[src/sv/ral_pkg.sv]
// ----------------------------------------------------------------------------
// ral_pkg: region address lookup shared definitions
// Field widths, table geometry, mode and status codes, and the table entry
// and probe result types.
// ----------------------------------------------------------------------------
package ral_pkg;

   localparam int MAX_REGIONS    = 1024;
   localparam int WORD_BYTES     = 8;

   localparam int MODE_W         = 2;
   localparam int ADDR_W         = 48;
   localparam int BYTES_W        = 49;
   localparam int END_W          = 50;
   localparam int STATUS_W       = 2;
   localparam int REGION_INDEX_W = 10;
   localparam int WORD_INDEX_W   = 45;

   localparam int IDX_W          = $clog2(MAX_REGIONS);
   localparam int CNT_W          = $clog2(MAX_REGIONS + 1);
   localparam int WORD_SHIFT     = $clog2(WORD_BYTES);

   localparam logic [MODE_W-1:0] MODE_APPEND = 2'd0;
   localparam logic [MODE_W-1:0] MODE_LOOKUP = 2'd1;
   localparam logic [MODE_W-1:0] MODE_CLEAR  = 2'd2;

   localparam logic [STATUS_W-1:0] STATUS_HIT      = 2'd0;
   localparam logic [STATUS_W-1:0] STATUS_MISS     = 2'd1;
   localparam logic [STATUS_W-1:0] STATUS_APPENDED = 2'd2;
   localparam logic [STATUS_W-1:0] STATUS_FULL     = 2'd3;

   typedef struct packed {
      logic [END_W-1:0]  region_end;
      logic [ADDR_W-1:0] base;
   } entry_type;

   typedef struct packed {
      logic above;
      logic below;
   } probe_result_type;

endpackage

[src/sv/ral_probe.sv]
// ----------------------------------------------------------------------------
// ral_probe: region compare unit
// Compares an address against one table entry and forms the word offset
// from the entry base.
// ----------------------------------------------------------------------------
module ral_probe (
   input  logic [ral_pkg::ADDR_W-1:0]       address,
   input  ral_pkg::entry_type               entry,
   output ral_pkg::probe_result_type        result,
   output logic [ral_pkg::WORD_INDEX_W-1:0] word_index
);
   import ral_pkg::*;

   logic [ADDR_W-1:0] offset;
   logic [ADDR_W-1:0] shifted;

   assign result.above = END_W'(address) >= entry.region_end;
   assign result.below = address < entry.base;

   assign offset     = address - entry.base;
   assign shifted    = offset >> WORD_SHIFT;
   assign word_index = shifted[WORD_INDEX_W-1:0];

endmodule

[config.mk]
export PLATFORM = sky130hd
export DESIGN_NAME = ral_probe
export DESIGN_NICKNAME = d
export VERILOG_FILES = /design/src/sv/ral_pkg.sv /design/src/sv/ral_probe.sv
export SDC_FILE = /design/constraint.sdc
export NUM_CORES = 1
export LEC_CHECK = 0
export BUFFER_PORTS_ARGS = -buffer_cell sky130_fd_sc_hd__buf_2
export CORE_MARGIN = 2
export CORE_UTILIZATION = 49
export DETAILED_ROUTE_END_ITERATION = 10
export GPL_ROUTABILITY_DRIVEN = 0
export PLACE_DENSITY = 0.89
export SYNTH_ARGS = -nofsm -noshare
export SYNTH_HDL_FRONTEND = slang
export SYNTH_SLANG_ARGS = --single-unit
export TNS_END_PERCENT = 100
[constraint.sdc]
create_clock -name vclk -period 8.1
set_clock_uncertainty 0.1 [all_clocks]
set_input_delay 2.43 -clock vclk [all_inputs]
set_output_delay 2.43 -clock vclk [all_outputs]
set_load 0.01 [all_outputs]
== Word level (Yosys, flattened, before mapping) ==
Index checks and enable logic that the tools add are counted.

* Bits in latches: 0
* Input port bits: 146
* Register bits: 0
* Memories kept: 0
* Memory bits (writable): 0
* ROM bits: 0

* Equality and inequality tests: 0
* Magnitude comparators: 2
* Reduce and logical (&&, ||, !) cells: 0
* Shifts and indexed selects: 0
* Bitwise gates (word level): 0
* Add/subtract/negate cells: 1
* Multiply operators: 0
* Muxes and demuxes: 0
* Divide/modulo/power cells: 0

{| class="wikitable"
|+ Operator list
! cell !! number
|-
| 48-bit by 50-bit greater-or-equal comparator with 1-bit output || 1
|-
| 48-bit < comparator || 1
|-
| 48-bit subtractor || 1
|}

== Logic depth before layout (Yosys ltp) ==
Gate-level depths: netlist of the first run.

* Depth in word-level cells: 1
* Depth in mapped cells: 12
* Depth with buffers taken out: 11

== Least setup slack after synthesis of the first run ==
No wires, ideal clock.

* Kind: input-to-output
* Start: input entry[32] in the netlist's numbering
* End: output word_index[41] in the netlist's numbering
* Stages: 11
* Arrival time: 4764 ps
* Path slack: 806 ps
* Path buffers: 1
* Path through: inv_1 ha_1 buf_6 a21o_1 o21bai_1 or4b_1 a31oi_2 o31ai_4 a2111oi_4 o31ai_2 xor2_1

* Word-level cells in the longest chain between the ends: 1

{| class="wikitable"
|+ RTL lines
! element !! RTL line !! RTL
|-
| from (decl) || ral_probe.sv:8 || <nowiki>input ral_pkg::entry_type entry,</nowiki>
|-
| 48-bit subtractor || ral_probe.sv:20 || <nowiki>assign offset = address - entry.base;</nowiki>
|-
| to (decl) || ral_probe.sv:10 || <nowiki>output logic [ral_pkg::WORD_INDEX_W-1:0] word_index</nowiki>
|}

No other way between the ends.

== Worst setup path in the final report of the first run ==
* Start: input address[14] in the netlist's numbering
* End: output word_index[41] in the netlist's numbering

* Word-level cells in the longest chain between the ends: 1

{| class="wikitable"
|+ RTL lines
! element !! RTL line !! RTL
|-
| from (decl) || ral_probe.sv:7 || <nowiki>input logic [ral_pkg::ADDR_W-1:0] address,</nowiki>
|-
| 48-bit subtractor || ral_probe.sv:20 ||
|}

No other way between the ends.

==> results of run 1 <==
## metal layers
metal | vias up | part of all wire, %
met5 | - | 0
met4 | 0 | 3.8
met3 | 44 | 5.7
met2 | 198 | 50
met1 | 2072 | 41
li1 | 2291 | -
## metrics by stage
step	instances	utilization, %	power (W)	area (um2)	worst slack (ps)
finish	831	65.45	0.0003864	4798	379.4
global route	831	65.45	0.0004269	4798	154.9
CTS	831	65.45	0.0003836	4798	408.0
detailed placement	831	65.45	0.0003814	4798	426.2
global placement	831	65.45	0.0003674	4798	489.5
floorplan	547	-	0.0002432	3749	806.2
## power by group
| part | leakage, nW | total [W] | switching [W] | internal [W] |
|---|---|---|---|---|
| sequential | 0 | 0 | 0 | 0 |
| clock | 0 | 0 | 0 | 0 |
| combinational | 2.96 | 0.000386 | 0.000215 | 0.000172 |
| total | 2.96 | 0.000386 | 0.000215 | 0.000172 |
## cell type report
| type | count | area [um2] |
|---|---|---|
| inverters | 107 | 401.6 |
| repair buffers | 193 | 965.9 |
| fillers | 662 | 2532 |
| multi-input cells | 432 | 3307 |
| well taps | 99 | 123.9 |
## kinds of logic (layout without fill, tap and decap cells)
group,after synthesis,in the layout
adder cells (fa/ha/maj),95,95
XOR/XNOR,40,40
AND/OR/NAND/NOR,125,125
buffers and inverters,115,300
AO/OA/AOI/OAI,172,172
## critical path: stages
cell                        delay, ps
sky130_fd_sc_hd__buf_2            110
sky130_fd_sc_hd__ha_1             390
sky130_fd_sc_hd__a21oi_1          250
sky130_fd_sc_hd__o21ai_0          130
sky130_fd_sc_hd__a21oi_1          130
sky130_fd_sc_hd__or4b_1           460
sky130_fd_sc_hd__a31oi_2          280
sky130_fd_sc_hd__o31ai_4          150
sky130_fd_sc_hd__a2111oi_4        420
sky130_fd_sc_hd__o31ai_2          130
sky130_fd_sc_hd__xor2_1           160
sky130_fd_sc_hd__buf_2            150
## layout by cell type, fill, tap and decap left out, drive strengths merged, types with 2 or more instances in the layout
cell type / netlist / routed
buf: 3 / 193
inv: 107 / 107
ha: 95 / 95
a21oi: 59 / 59
a21o: 40 / 40
nor2: 36 / 36
nand2: 31 / 31
o21ai: 27 / 27
xnor2: 22 / 22
nand4: 18 / 18
xor2: 18 / 18
nand3: 10 / 10
nand2b: 7 / 7
o21bai: 7 / 7
a31oi: 7 / 7
nor3: 6 / 6
a221oi: 5 / 5
nor2b: 4 / 4
and4: 4 / 4
a2111oi: 4 / 4
o211ai: 3 / 3
o21a: 3 / 3
a31o: 3 / 3
a21boi: 3 / 3
o31ai: 3 / 3
and3: 2 / 2
a211oi: 2 / 2
a211o: 2 / 2
## final timing paths
check | start | endpoint | slack (ps) | cells after the start
max | address[14] | word_index[41] | 380 | 12
min | address[47] | result[0] | 5210 | 4
==> flow_metrics.tcl, run 1 <==
set metrics [dict create \
    result_of_the_run "completed" \
    post-route-period-util_pct 95.32 \
    ant_nets 0 \
    relSlewSlack_pct 60.56 \
    synth_area_per_cell_um2 6.853 \
    post_route_cells_drive_above_1_share_pct 27.73 \
    numPortBuffers 193 \
    setup_repair_after_global_routing_missed_its_margin "no" \
    die_x_um 91.47 \
    power.leakage_nw 2.960 \
    flow.area_growth_from_synthesis_pct 28.00 \
    pin_count 193 \
    pwr_density_cell_mw_per_mm2 80.54 \
    critical_path.startpoint_type "input port" \
    max_cap_violations 0 \
    synth_top_area_share_pct 31.71 \
    hold_viol_final 0 \
    synth_xor_xnor_area_share_pct 9.346 \
    cell_taking_the_most_area_after_synthesis "sky130_fd_sc_hd__ha_1" \
    setup-tns-final_ps 0 \
    core_rows 31 \
    fp.dieArea_mm2 0.008366 \
    worst-slew-pin-transition_ps 576.6 \
    drt_first_iter_violations 142 \
    hold_buffers 0 \
    worst_setup_path_end_kind "output pin" \
    worst_min_delay_path_category "input port to output pin" \
    synth_simple_gate_area_share_pct 16.49 \
    max_clock_freq_ghz 0.1295 \
    die_height_um 91.47 \
    vias_per_cell 5.542 \
    path_max_fanout 7 \
    crit_path_class "input port to output pin" \
    arrival_ps 5190 \
    clkbuf_count 0 \
    synth.lib_cells_used.distinct 49 \
    ff_latch_area_um2 0 \
    grt_pass1_vias 4522 \
    globalRouteMet1Util_pct 30.06 \
    cts_setup_buffers 0 \
    post_synth_inst_count 547 \
    cp_data_required_time_ps 5570 \
    postRouteWirelength_um 11470 \
    yosys_warnings 0 \
    ys_top_cells_by_area "sky130_fd_sc_hd__ha_1 32%, sky130_fd_sc_hd__inv_1 11%, sky130_fd_sc_hd__a21o_1 8.0%, sky130_fd_sc_hd__a21oi_1 7.9%, sky130_fd_sc_hd__xnor2_1 5.1%" \
    synth_adder_area_share_pct 31.71 \
    num_vias 4605 \
    gr-usage-all-layers_pct 26.27 \
    setup_viols_final 0 \
    design.core.area_mm2 0.007331 \
    synth.mux.area_fraction_pct 0 \
    synth_common_cells "107 x sky130_fd_sc_hd__inv_1, 95 x sky130_fd_sc_hd__ha_1, 59 x sky130_fd_sc_hd__a21oi_1" \
    maximum_number_of_pins_on_one_net_before_global_route_repair 9 \
    grt_util_met3_pct 2.075 \
    grt_overflow 0 \
    fin_nets 975 \
    grt_antenna_before_repair 0 \
    seq_area_frac_synth_pct 0 \
    n_sequential_cell 0 \
    detailed_placer_s_ending_hpwl_um 10370 \
    compound_gate_fraction_of_synth_area_pct 30.67 \
    synthesis.nets 788 \
    final.min_clock_period_ps 7721 \
    floorplan.initialDensity_pct 51.14 \
    route.detailed.drc 0 \
    post-synth-top-count-cell "sky130_fd_sc_hd__inv_1" \
    synth_top_family_by_area "adder cells" \
    max-vdd-ir-drop_mv 0.04241 \
    hold-worst-slack_ps 5208 \
    resized_gates_after_cts 0 \
    globalRoute.busiestLayer "met2" \
    drtPass1Iterations 4 \
    grt_first_pass_wirelength_um 19030 \
    synth_area_mm2 0.003749 \
    detail_route.wl_per_cell_um 13.81 \
    antenna-diode-count 0 \
    slew_violations 0 \
    use_met2_pct 49.94 \
]
Power figures use the tool's default switching activity.
==> inputs of run 2 (changes only) <==
ABC_AREA = 1   (was default)
CELL_PAD_IN_SITES_DETAIL_PLACEMENT = 1   (was default)
CELL_PAD_IN_SITES_GLOBAL_PLACEMENT = 1   (was default)
CORE_UTILIZATION = 34   (was 49)
PLACE_DENSITY = 0.88   (was 0.89)
==> run 2 against run 1 <==
Utilization is 23 points lower. Synthesized area is 47% higher. Non-clock buffer count stayed put. Critical path type unchanged. Critical endpoint is now word_index[42]. Highest routed layer unchanged.
==> flow_metrics.tcl, run 2 <==
set metrics [dict create \
    compound_gate_fraction_of_synth_area_pct 11.49 \
    detail_route.wl_per_cell_um 14.85 \
    cp_data_required_time_ps 5570 \
    worst_min_delay_path_category "input port to output pin" \
    worst_setup_path_end_kind "output pin" \
    max_cap_violations 0 \
    fin_nets 1514 \
    crit_path_class "input port to output pin" \
    synth_xor_xnor_area_share_pct 3.806 \
    synth_adder_area_share_pct 21.52 \
    synthesis.nets 1319 \
    post-route-period-util_pct 84.60 \
    sequentialPowerShare_pct 0 \
    ant_nets 0 \
    synth.lib_cells_used.distinct 28 \
    synth_common_cells "369 x sky130_fd_sc_hd__nand2_1, 255 x sky130_fd_sc_hd__inv_1, 95 x sky130_fd_sc_hd__ha_1" \
    die_x_um 131.5 \
    synth_top_family_by_area "simple AND/OR/NAND/NOR gates" \
    flow.area_growth_from_synthesis_pct 22.38 \
    path_max_fanout 4 \
    synth_area_per_cell_um2 5.123 \
    antenna-diode-count 0 \
    synth_top_area_share_pct 25.08 \
    n_sequential_cell 0 \
    hold-worst-slack_ps 5276 \
    setup_repair_after_global_routing_missed_its_margin "no" \
    yosys_warnings 0 \
    setup-tns-final_ps 0 \
    hold_buffers 0 \
    numPortBuffers 193 \
    detailed_placer_s_ending_hpwl_um 20600 \
    core_rows 46 \
    gr-usage-all-layers_pct 25.01 \
    drt_first_iter_violations 322 \
    synth_area_mm2 0.005523 \
    ff_latch_area_um2 0 \
    relSlewSlack_pct 62.19 \
    synth_simple_gate_area_share_pct 45.38 \
    seq_area_frac_synth_pct 0 \
    cell_internal_pwr_w 0.0001796 \
    grt_pass1_vias 7533 \
    power.share.clock_pct 0 \
    grt_overflow 0 \
    route.detailed.drc 0 \
    result_of_the_run "completed" \
    globalRoute.busiestLayer "met2" \
    cell_taking_the_most_area_after_synthesis "sky130_fd_sc_hd__nand2_1" \
    post_route_cells_drive_above_1_share_pct 19.28 \
    mostFrequentLayoutCells "369 x sky130_fd_sc_hd__nand2_1, 255 x sky130_fd_sc_hd__inv_1, 193 x sky130_fd_sc_hd__buf_2, 95 x sky130_fd_sc_hd__ha_1, 93 x sky130_fd_sc_hd__nor2_1" \
    post-synth-top-count-cell "sky130_fd_sc_hd__nand2_1" \
    critical_path.startpoint_type "input port" \
    pin_count 193 \
    ys_top_cells_by_area "sky130_fd_sc_hd__nand2_1 25%, sky130_fd_sc_hd__ha_1 22%, sky130_fd_sc_hd__inv_1 17%, sky130_fd_sc_hd__nor2_1 6.3%, sky130_fd_sc_hd__a21oi_1 6.3%" \
    globalRouteMet1Util_pct 32.33 \
    layout.cells.most_common "sky130_fd_sc_hd__nand2_1" \
    slew_violations 0 \
    synth.mux.area_fraction_pct 0 \
    grt_first_pass_wirelength_um 35830 \
    hold_viol_final 0 \
    floorplan.initialDensity_pct 34.77 \
    die_height_um 131.5 \
    drtPass1Iterations 5 \
    worst-slew-pin-transition_ps 565.1 \
    vias_per_cell 4.954 \
    p_comb_share_pct 100.0 \
    grt_antenna_before_repair 0 \
    postRouteWirelength_um 22090 \
    fp.dieArea_mm2 0.01728 \
    netSwitchingPower_w 0.0003167 \
    num_vias 7367 \
    setup_viols_final 0 \
    pwr_density_cell_mw_per_mm2 73.42 \
    final.min_clock_period_ps 6852 \
    cts_setup_buffers 0 \
    use_met2_pct 46.68 \
    resized_gates_after_cts 0 \
    post_synth_inst_count 1078 \
    netSwitchingFraction_pct 63.81 \
    arrival_ps 4320 \
    grt_util_met3_pct 1.273 \
    power.leakage_nw 4.436 \
    design.core.area_mm2 0.01589 \
    max_clock_freq_ghz 0.1459 \
    maximum_number_of_pins_on_one_net_before_global_route_repair 6 \
    max-vdd-ir-drop_mv 0.02799 \
    clkbuf_count 0 \
]
run 2: worst paths after layout:
check / startpoint / end / slack [ps] / cells after the start
hold / removal: address[7] / word_index[4] / 5280 / 4
setup / recovery: address[16] / word_index[42] / 1250 / 13
run 2: critical path, cell delays in order:
cell and delay (ps):
sky130_fd_sc_hd__buf_2 120, sky130_fd_sc_hd__ha_1 420, sky130_fd_sc_hd__nand2_1 150, sky130_fd_sc_hd__nor2_1 230
sky130_fd_sc_hd__inv_1 120, sky130_fd_sc_hd__nor2_2 140, sky130_fd_sc_hd__nand2_1 100, sky130_fd_sc_hd__nor2_1 140
sky130_fd_sc_hd__nand2_1 100, sky130_fd_sc_hd__nand3_1 110, sky130_fd_sc_hd__nand2_1 70, sky130_fd_sc_hd__nand2_1 60
sky130_fd_sc_hd__buf_2 130
run 2: metrics by stage:
stage	power [W]	area, um2	worst slack, ps	utilization (%)	cells
after floorplan	0.0003014	5523	1864	-	1078
after global placement	0.0004755	6759	1327	42.55	1487
after detailed placement	0.0004910	6759	1303	42.55	1487
after CTS	0.0004932	6759	1299	42.55	1487
after global routing	0.0005522	6759	1098	42.55	1487
final	0.0004963	6759	1248	42.55	1487
run 2: routing by layer:
layer | up-vias | share of wire [%]
met5 | - | 0
met4 | 0 | 1.7
met3 | 24 | 4.2
met2 | 194 | 48
met1 | 3446 | 46
li1 | 3703 | -
run 2: area by class of cell:
class	instances	area (um2)
fill	2450	9126
inverter	262	983.4
multi-input combinational	816	4539
tap	216	270.3
timing repair buffer	193	965.9
run 2: cell families after synthesis:
group	count (synthesis)
AOI/OAI and AO/OA	113
xor gates and xnor gates	24
adders and majority gates	95
buffers and inverters	262
and+or+nand+nor	584
run 2: power groups by stage:
stage                     sequential (W)  combinational [W]  clock [W]
after CTS                              0           0.000493          0
after floorplan                        0           0.000301          0
final                                  0           0.000496          0
after global placement                 0           0.000476          0
after detailed placement               0           0.000491          0
after global routing                   0           0.000552          0
